### src/rtl/nmea_pkg.sv
// Shared constants, types and helpers for the NMEA sentence framer.
// Depends on nothing; imported by nmea_sentence_framer_top and its testbench.
package nmea_pkg;

    // Framing limits
    localparam int unsigned MSG_LEN    = 128;
    localparam int unsigned MAX_DELIMS = 32;

    typedef logic [7:0] byte_t;
    typedef logic [2:0] phase_t;
    typedef logic [2:0] kind_t;

    // Framer phases
    localparam phase_t PH_WAIT = 3'd0;
    localparam phase_t PH_DATA = 3'd1;
    localparam phase_t PH_SUM1 = 3'd2;
    localparam phase_t PH_SUM2 = 3'd3;
    localparam phase_t PH_CR   = 3'd4;
    localparam phase_t PH_LF   = 3'd5;

    // Sentence kinds
    localparam kind_t KIND_NONE    = 3'd0;
    localparam kind_t KIND_GGA     = 3'd1;
    localparam kind_t KIND_RMC     = 3'd2;
    localparam kind_t KIND_GLGSV   = 3'd3;
    localparam kind_t KIND_GPGSV   = 3'd4;
    localparam kind_t KIND_UNKNOWN = 3'd5;

    // Register byte addresses
    localparam logic [1:0] ADDR_MIN_LENGTH = 2'd0;
    localparam byte_t      MIN_LENGTH_RST  = 8'd12;

    // Characters
    localparam byte_t CH_DOLLAR = 8'h24;
    localparam byte_t CH_COMMA  = 8'h2C;
    localparam byte_t CH_STAR   = 8'h2A;
    localparam byte_t CH_CR     = 8'h0D;
    localparam byte_t CH_LF     = 8'h0A;
    localparam byte_t CH_LOW    = 8'h20;
    localparam byte_t CH_HIGH   = 8'h7E;

    // Names, first character in the lowest byte
    localparam logic [39:0] NAME_GPGGA = 40'h41_47_47_50_47;
    localparam logic [39:0] NAME_GNGGA = 40'h41_47_47_4E_47;
    localparam logic [39:0] NAME_GPRMC = 40'h43_4D_52_50_47;
    localparam logic [39:0] NAME_GNRMC = 40'h43_4D_52_4E_47;
    localparam logic [39:0] NAME_GLGSV = 40'h56_53_47_4C_47;
    localparam logic [39:0] NAME_GPGSV = 40'h56_53_47_50_47;

    // Hex digit value; anything that is not A-F or a-f wraps as b - '0'
    function automatic byte_t hex_value(input byte_t b);
        byte_t v;
        if (b >= 8'h41 && b <= 8'h46)
        begin
            v = b - 8'h37;
        end
        else if (b >= 8'h61 && b <= 8'h66)
        begin
            v = b - 8'h57;
        end
        else
        begin
            v = b - 8'h30;
        end
        return v;
    endfunction

    function automatic kind_t kind_of_name(input logic [39:0] name);
        kind_t k;
        if (name == NAME_GNGGA || name == NAME_GPGGA)
        begin
            k = KIND_GGA;
        end
        else if (name == NAME_GNRMC || name == NAME_GPRMC)
        begin
            k = KIND_RMC;
        end
        else if (name == NAME_GLGSV)
        begin
            k = KIND_GLGSV;
        end
        else if (name == NAME_GPGSV)
        begin
            k = KIND_GPGSV;
        end
        else
        begin
            k = KIND_UNKNOWN;
        end
        return k;
    endfunction

endpackage

### src/rtl/nmea_sentence_framer_top.sv
// NMEA 0183 sentence framer: one received byte in, one result out per item.
// Depends on nmea_pkg.
//
// Takes one byte per clock cycle while the result side is not stalled. Each item
// passes an input register, the framing logic and a result register, and its
// result is offered from the result register; both registers are held under
// back-pressure and the next byte is taken while a result still waits. Every
// byte gives exactly one result: all zero except on the LF that closes a
// sentence of at least min_length bytes with a matching checksum. min_length
// (reset 12) sits at byte address 0 of the APB port and should be written only
// when no item is in flight. There is no clearing pass after reset.
module nmea_sentence_framer_top
    import nmea_pkg::*;
(
    input  logic        clk,
    input  logic        rst_n,
    // input item stream
    input  logic        s_tvalid,
    output logic        s_tready,
    input  logic [7:0]  s_tdata,   // [7:0] rx_byte
    // result stream
    output logic        m_tvalid,
    input  logic        m_tready,
    output logic [15:0] m_tdata,   // [5:0] delimiter_count, [13:6] sentence_length, 0 above
    output logic [2:0]  m_tuser,   // [2:0] sentence_kind
    // configuration
    input  logic        psel,
    input  logic        penable,
    input  logic        pwrite,
    input  logic [1:0]  paddr,
    input  logic [31:0] pwdata,
    output logic [31:0] prdata,
    output logic        pready
);

    // configuration
    byte_t       min_length_reg;

    // input register
    logic        in_valid_reg;
    byte_t       in_byte_reg;

    // framing state
    phase_t      phase_reg,      phase_next;
    byte_t       byte_count_reg, byte_count_next;
    logic [5:0]  delim_reg,      delim_next;
    byte_t       xor_reg,        xor_next;
    logic [39:0] name_reg,       name_next;
    byte_t       rsum_reg,       rsum_next;

    // result register
    logic        out_valid_reg;
    kind_t       out_kind_reg,   out_kind_next;
    logic [5:0]  out_delim_reg,  out_delim_next;
    byte_t       out_len_reg,    out_len_next;

    logic        advance;
    logic        abort;
    byte_t       b;
    byte_t       len_inc;

    assign advance  = in_valid_reg && (!out_valid_reg || m_tready);
    assign s_tready = !in_valid_reg || advance;

    assign m_tvalid = out_valid_reg;
    assign m_tuser  = out_kind_reg;
    assign m_tdata  = {2'b00, out_len_reg, out_delim_reg};

    // APB
    assign pready = 1'b1;
    assign prdata = (paddr == ADDR_MIN_LENGTH) ? {24'd0, min_length_reg} : 32'd0;

    always_ff @(posedge clk or negedge rst_n)
    begin
        if (!rst_n)
        begin
            min_length_reg <= MIN_LENGTH_RST;
        end
        else if (psel && penable && pwrite && pready && paddr == ADDR_MIN_LENGTH)
        begin
            min_length_reg <= pwdata[7:0];
        end
    end

    // Framing logic
    always_comb
    begin
        b = in_byte_reg;
        abort = (phase_reg != PH_WAIT &&
                 (delim_reg >= 6'(MAX_DELIMS) || byte_count_reg >= 8'(MSG_LEN))) ||
                (b != CH_CR && b != CH_LF && (b < CH_LOW || b > CH_HIGH));

        // an abort clears the frame before the byte is looked at
        phase_next      = abort ? PH_WAIT : phase_reg;
        byte_count_next = abort ? 8'd0    : byte_count_reg;
        delim_next      = abort ? 6'd0    : delim_reg;
        xor_next        = abort ? 8'd0    : xor_reg;
        name_next       = abort ? 40'd0   : name_reg;
        rsum_next       = abort ? 8'd0    : rsum_reg;

        out_kind_next  = KIND_NONE;
        out_delim_next = 6'd0;
        out_len_next   = 8'd0;
        len_inc        = byte_count_next + 8'd1;

        unique case (phase_next)
            PH_WAIT:
            begin
                if (b == CH_DOLLAR)
                begin
                    byte_count_next = 8'd1;
                    phase_next      = PH_DATA;
                end
            end
            PH_DATA:
            begin
                for (int i = 0; i < 5; i++)
                begin
                    if (byte_count_next == 8'(i + 1))
                    begin
                        name_next[8*i +: 8] = name_next[8*i +: 8] | b;
                    end
                end
                if (b == CH_COMMA || b == CH_STAR)
                begin
                    delim_next = delim_next + 6'd1;
                end
                if (b != CH_STAR)
                begin
                    xor_next = xor_next ^ b;
                end
                if (len_inc >= 8'(MSG_LEN - 4))
                begin
                    // buffer overflow, star included
                    phase_next      = PH_WAIT;
                    byte_count_next = 8'd0;
                    delim_next      = 6'd0;
                    xor_next        = 8'd0;
                    name_next       = 40'd0;
                    rsum_next       = 8'd0;
                end
                else
                begin
                    byte_count_next = len_inc;
                    if (b == CH_STAR)
                    begin
                        phase_next = PH_SUM1;
                    end
                end
            end
            PH_SUM1:
            begin
                rsum_next       = hex_value(b) << 4;
                byte_count_next = len_inc;
                phase_next      = PH_SUM2;
            end
            PH_SUM2:
            begin
                rsum_next       = rsum_next | hex_value(b);
                byte_count_next = len_inc;
                phase_next      = PH_CR;
            end
            PH_CR:
            begin
                if (b == CH_CR)
                begin
                    byte_count_next = len_inc;
                    phase_next      = PH_LF;
                end
                else
                begin
                    phase_next      = PH_WAIT;
                    byte_count_next = 8'd0;
                    delim_next      = 6'd0;
                    xor_next        = 8'd0;
                    name_next       = 40'd0;
                    rsum_next       = 8'd0;
                end
            end
            PH_LF:
            begin
                if (b == CH_LF && len_inc >= min_length_reg && xor_next == rsum_next)
                begin
                    out_kind_next  = kind_of_name(name_next);
                    out_delim_next = delim_next;
                    out_len_next   = len_inc;
                end
                phase_next      = PH_WAIT;
                byte_count_next = 8'd0;
                delim_next      = 6'd0;
                xor_next        = 8'd0;
                name_next       = 40'd0;
                rsum_next       = 8'd0;
            end
            default:
            begin
                phase_next      = PH_WAIT;
                byte_count_next = 8'd0;
                delim_next      = 6'd0;
                xor_next        = 8'd0;
                name_next       = 40'd0;
                rsum_next       = 8'd0;
            end
        endcase
    end

    always_ff @(posedge clk or negedge rst_n)
    begin
        if (!rst_n)
        begin
            in_valid_reg   <= 1'b0;
            out_valid_reg  <= 1'b0;
            phase_reg      <= PH_WAIT;
            byte_count_reg <= 8'd0;
            delim_reg      <= 6'd0;
            xor_reg        <= 8'd0;
            name_reg       <= 40'd0;
            rsum_reg       <= 8'd0;
        end
        else
        begin
            if (s_tvalid && s_tready)
            begin
                in_valid_reg <= 1'b1;
            end
            else if (advance)
            begin
                in_valid_reg <= 1'b0;
            end

            if (advance)
            begin
                out_valid_reg  <= 1'b1;
                phase_reg      <= phase_next;
                byte_count_reg <= byte_count_next;
                delim_reg      <= delim_next;
                xor_reg        <= xor_next;
                name_reg       <= name_next;
                rsum_reg       <= rsum_next;
            end
            else if (m_tready)
            begin
                out_valid_reg <= 1'b0;
            end
        end
    end

    // payload registers
    always_ff @(posedge clk)
    begin
        if (s_tvalid && s_tready)
        begin
            in_byte_reg <= s_tdata;
        end
        if (advance)
        begin
            out_kind_reg  <= out_kind_next;
            out_delim_reg <= out_delim_next;
            out_len_reg   <= out_len_next;
        end
    end

    // Assertions
    a_invalid_is_zero: assert property (@(posedge clk) disable iff (!rst_n)
        (m_tvalid && m_tuser == KIND_NONE) |-> (m_tdata == 16'd0))
        else $error("invalid result carries payload");

    a_valid_shape: assert property (@(posedge clk) disable iff (!rst_n)
        (m_tvalid && m_tuser != KIND_NONE) |->
        (m_tdata[13:6] >= 8'd6 && m_tdata[5:0] != 6'd0))
        else $error("valid sentence too short or without star");

    a_wait_clear: assert property (@(posedge clk) disable iff (!rst_n)
        (phase_reg == PH_WAIT) |->
        (byte_count_reg == 8'd0 && delim_reg == 6'd0 && xor_reg == 8'd0))
        else $error("frame state not cleared while waiting");

    a_count_bound: assert property (@(posedge clk) disable iff (!rst_n)
        byte_count_reg < 8'(MSG_LEN))
        else $error("byte count beyond buffer");

endmodule

### config.mk
export PLATFORM = sky130hd
export DESIGN_NAME = nmea_sentence_framer_top
export DESIGN_NICKNAME = d
export VERILOG_FILES = /design/src/rtl/nmea_pkg.sv /design/src/rtl/nmea_sentence_framer_top.sv
export SDC_FILE = /design/constraint.sdc
export NUM_CORES = 1
export LEC_CHECK = 0
export BUFFER_PORTS_ARGS = -buffer_cell sky130_fd_sc_hd__buf_2
export CORE_MARGIN = 10
export CORE_UTILIZATION = 30
export CTS_CLUSTER_DIAMETER = 60
export DETAILED_ROUTE_END_ITERATION = 6
export GPL_TIMING_DRIVEN = 0
export PLACE_DENSITY = 0.45
export SETUP_SLACK_MARGIN = 0.2
export SLEW_MARGIN = 20
export SYNTH_ARGS = -nofsm -noshare
export SYNTH_HDL_FRONTEND = slang
export SYNTH_SLANG_ARGS = --single-unit
### constraint.sdc
create_clock -name clk -period 10.6 [get_ports clk]
set_input_delay 3.18 -clock clk [delete_from_list [all_inputs] [get_ports clk]]
set_output_delay 3.18 -clock clk [all_outputs]
set_load 0.005 [all_outputs]
==> reports/results.txt <==
The flow ran to the end, and the final reports show no timing, DRC or antenna violations. Counting distinct cell types in the post-synthesis netlist gives 72. The final layout contains routed wiring with a total length of 20.6 mm. For hold timing, the worst endpoint is name_reg[39]. In this run the critical register-to-register path is captured at out_len_reg[3]. Final number of setup-violating endpoints: 0. For this run, the leading register cell type out of synthesis is sky130_fd_sc_hd__dfrtp_1. The worst setup skew after layout was 0.00754 ns. In this run the cell area of the synthesized design comes to 0.00654 mm². The worst setup path is of the input port to primary output kind. The floorplan step set the die height to 168 µm.

Summed over all layers, the global routing overflow is 0. The startpoint identified for the worst hold timing path is name_reg[39]. Summed over all nets, wire length on met3 after detailed routing comes to 1.12 mm. At the end of the flow, the number of nets in the layout was 844. The minimum setup slack in the final design is 3.55 ns, and the weighted congestion reported at the end of routability-driven placement is 0.858.

Derived from the worst setup path, the maximum achievable clock frequency is 142 MHz. The number of routed nets with antenna violations is 0. The tools report the global-route wire length before repair as 32.2 mm. Category of the worst setup path launch point: an input port. The starting density of the core was 0.308; the H-tree level count was 3. For the worst setup path, the data required time is 7.42 ns.

The routed design could run at a clock period as short as 7.05 ns. The tools report the row count as 53. After detailed routing, the number of vias per cell comes to 5.38. The number of cells on the worst reg-to-reg path was 22. The tools report the root buffer cell as sky130_fd_sc_hd__clkbuf_16. Setup repair after global routing left no endpoint under its margin.

The wire-length estimate of the detail-placed layout is 15.1 mm. The average footprint of a synthesized cell works out to 9.55 µm². TritonCTS built the clock tree. The tools report the number of global-route vias before repair as 5627. The number of slew-limit violations in the final report came out at 0. Post-CTS repair changed the size of 0 cells. The initial antenna violation count was 0.

Once the clock tree was built, the setup fixing pass inserted 0 buffers. The uppermost signal routing layer after detailed routing was met4. After detailed routing, the average wire length per cell comes to 19.6 µm. The library cell used most frequently in the layout, excluding fill and tap cells, is sky130_fd_sc_hd__dfrtp_1. The number of enable flip-flop cells after synthesis was 25; the overall fraction of global-route tracks in use was 0.142.

The sequential fraction of the synthesis area is 0.433, and the gate count after technology mapping is 685. For this run, design rule violations remaining after detail routing come to 0. Of all nets on the critical path, the largest fanout is 8.

The tree built by TritonCTS fans out to 108 sinks. The post-synthesis async set-or-reset flop share was 0.769. The count of buffers added on input and output ports is 49. The share of final-layout standard cells stronger than drive strength 1 was 0.153.

After clock tree synthesis, the clock-pin slew on the worst setup and hold paths is 0.07 ns. The tools report the synthesis warning total as 0. The number of buffers added by the clock tree synthesis step came out at 9. The via count was 5660; the headroom to the max-slew limit was 0.436.

The met1 layer wirelength in the final routing came out at 9.82 mm. The maximum clock path buffer count is 2. The tools report the core area as 0.0212 mm². For this design the static power due to leakage is 3.31 nW.

Clock insertion delay at the later pin of the skew report: 0.35 ns. STA classifies the critical path endpoint as a primary output. Counting tap cells, the placed design contains a total of 1036 instances. Die area: 0.0281 mm². After detailed routing, the met2 layer carries 9.30 mm of wire.

The floorplan die width works out to 168 µm. Dividing total power by cell area gives a power density of 122 mW/mm². The first detailed-routing pass took 6 iterations.

The antenna diode count is 0, and the non-filler instance count after layout is 1052. Data arrives at the worst endpoint at 3.87 ns. For the pin with the worst max-slew slack, the measured transition is 0.841 ns. For flop-to-flop paths, the worst setup slack is 3.77 ns.

Across the run, the number of max-cap violations was 0. Counting flops and latches in the post-synthesis netlist gives 108. The count of pins on the block boundary was 103. Number of hold violations in the final report: 0.

Summed over all failing endpoints, the final setup total negative slack is 0 ns. Buffers inserted to repair hold after CTS numbered 0. The register with the most flip-flops in the layout has 40 of them. The run gives 3.55 ns as the minimum setup slack after placement.

The number of instances on the worst hold path was 1. In the layout the commonest cells are sky130_fd_sc_hd__dfrtp_1, sky130_fd_sc_hd__nor2_1, sky130_fd_sc_hd__buf_2. The share of the clock period used by the worst path after layout came out at 0.665. The logs give 73 for the pin count of the biggest net entering global routing and 0.0000635 V for the peak ir drop on the vdd network. The run gives 419 as the number of DRC violations after detailed-routing iteration 0. The area growth from synthesis to layout is 15.1%. Worst hold-check path type: flop to flop. The worst register-to-register path begins at b[0].
[logic make-up (layout without fill, tap and decap cells)]
logic type / count (synthesis) / count (layout) / synth area share
DFF: 108 / 108 / 0.433
adders and majority gates: 23 / 23 / 0.0440
AOI/OAI and AO/OA: 196 / 196 / 0.215
buffers and inverters: 105 / 171 / 0.0788
muxes: 12 / 12 / 0.0205
other: 2 / 28 / 0.00115
and+or+nand+nor: 220 / 220 / 0.182
xor gates and xnor gates: 19 / 19 / 0.0254
[worst max-delay path, cell delays in order]
cell                       delay (ns)
sky130_fd_sc_hd__clkbuf_1        0.28
sky130_fd_sc_hd__nor2_1          0.12
sky130_fd_sc_hd__and2_1          0.17
sky130_fd_sc_hd__buf_2           0.12
[area by class of cell]
class	count	area [µm²]
Buffer	76	407
Clock buffer	12	246
Clock inverter	4	23.8
Fill cell	2169	13700
Inverter	29	109
Multi-Input combinational cell	498	3300
Sequential cell	108	2830
Tap cell	275	344
Timing Repair Buffer	50	279
[per-layer routing]
metal	track usage	vias up
met4	0.0496	0
met3	0.0300	30
met2	0.214	189
met5	0	-
li1	-	2654
met1	0.196	2787
[metrics by stage]
stage | util | total power, mW | hold WS, ns | cell area [µm²]
floorplan | - | 0.545 | 0.446 | 6640
global placement | 0.341 | 0.598 | 0.474 | 7230
detailed placement | 0.342 | 0.601 | 0.475 | 7260
CTS | 0.355 | 0.929 | 0.495 | 7530
global route | 0.355 | 0.964 | 0.512 | 7530
finish | 0.355 | 0.916 | 0.493 | 7530
[Yosys cell counts (all sizes together) (4+ instances only)]
library cell,number,share of area
a32o,5,0.0076
nor4,5,0.0048
nor3,17,0.015
o211ai,11,0.013
nor4b,5,0.0067
nor2b,6,0.0057
o21ai,35,0.027
nand2,38,0.022
edfxtp,25,0.11
a41oi,7,0.0094
a21oi,24,0.018
ha,23,0.044
nand2b,10,0.0096
buf,38,0.040
xor2,5,0.0067
and2,13,0.012
xnor2,14,0.019
nor2,51,0.029
a21o,21,0.024
nand4,10,0.0096
and3,4,0.0038
nand3,34,0.026
a211oi,20,0.023
a22o,8,0.011
clkbuf,38,0.022
dfrtp,81,0.31
a31oi,9,0.0086
or4,5,0.0063
a32oi,20,0.027
inv,28,0.016
mux2,11,0.019
o21a,6,0.0069
o2bb2ai,6,0.0080
[report_power, final]
| part | leakage [nW] | total, mW | internal (mW) | switching, mW |
|---|---|---|---|---|
| combinational | 1.80 | 0.142 | 0.0484 | 0.0935 |
| sequential | 1.38 | 0.452 | 0.443 | 0.00922 |
| clock | 0.128 | 0.322 | 0.166 | 0.157 |
[worst max-delay path by stage]
| stage | endpoint | cells past startpoint | start |
|---|---|---|---|
| after floorplan | prdata[0] | 3 | paddr[1] |
| after global routing | out_len_reg[1] | 23 | b[0] |
| after CTS | prdata[0] | 4 | paddr[1] |
| after detailed placement | prdata[0] | 4 | paddr[1] |
| after global placement | prdata[0] | 4 | paddr[1] |
| final | prdata[0] | 4 | paddr[1] |
(Power assumes the default switching activity.)
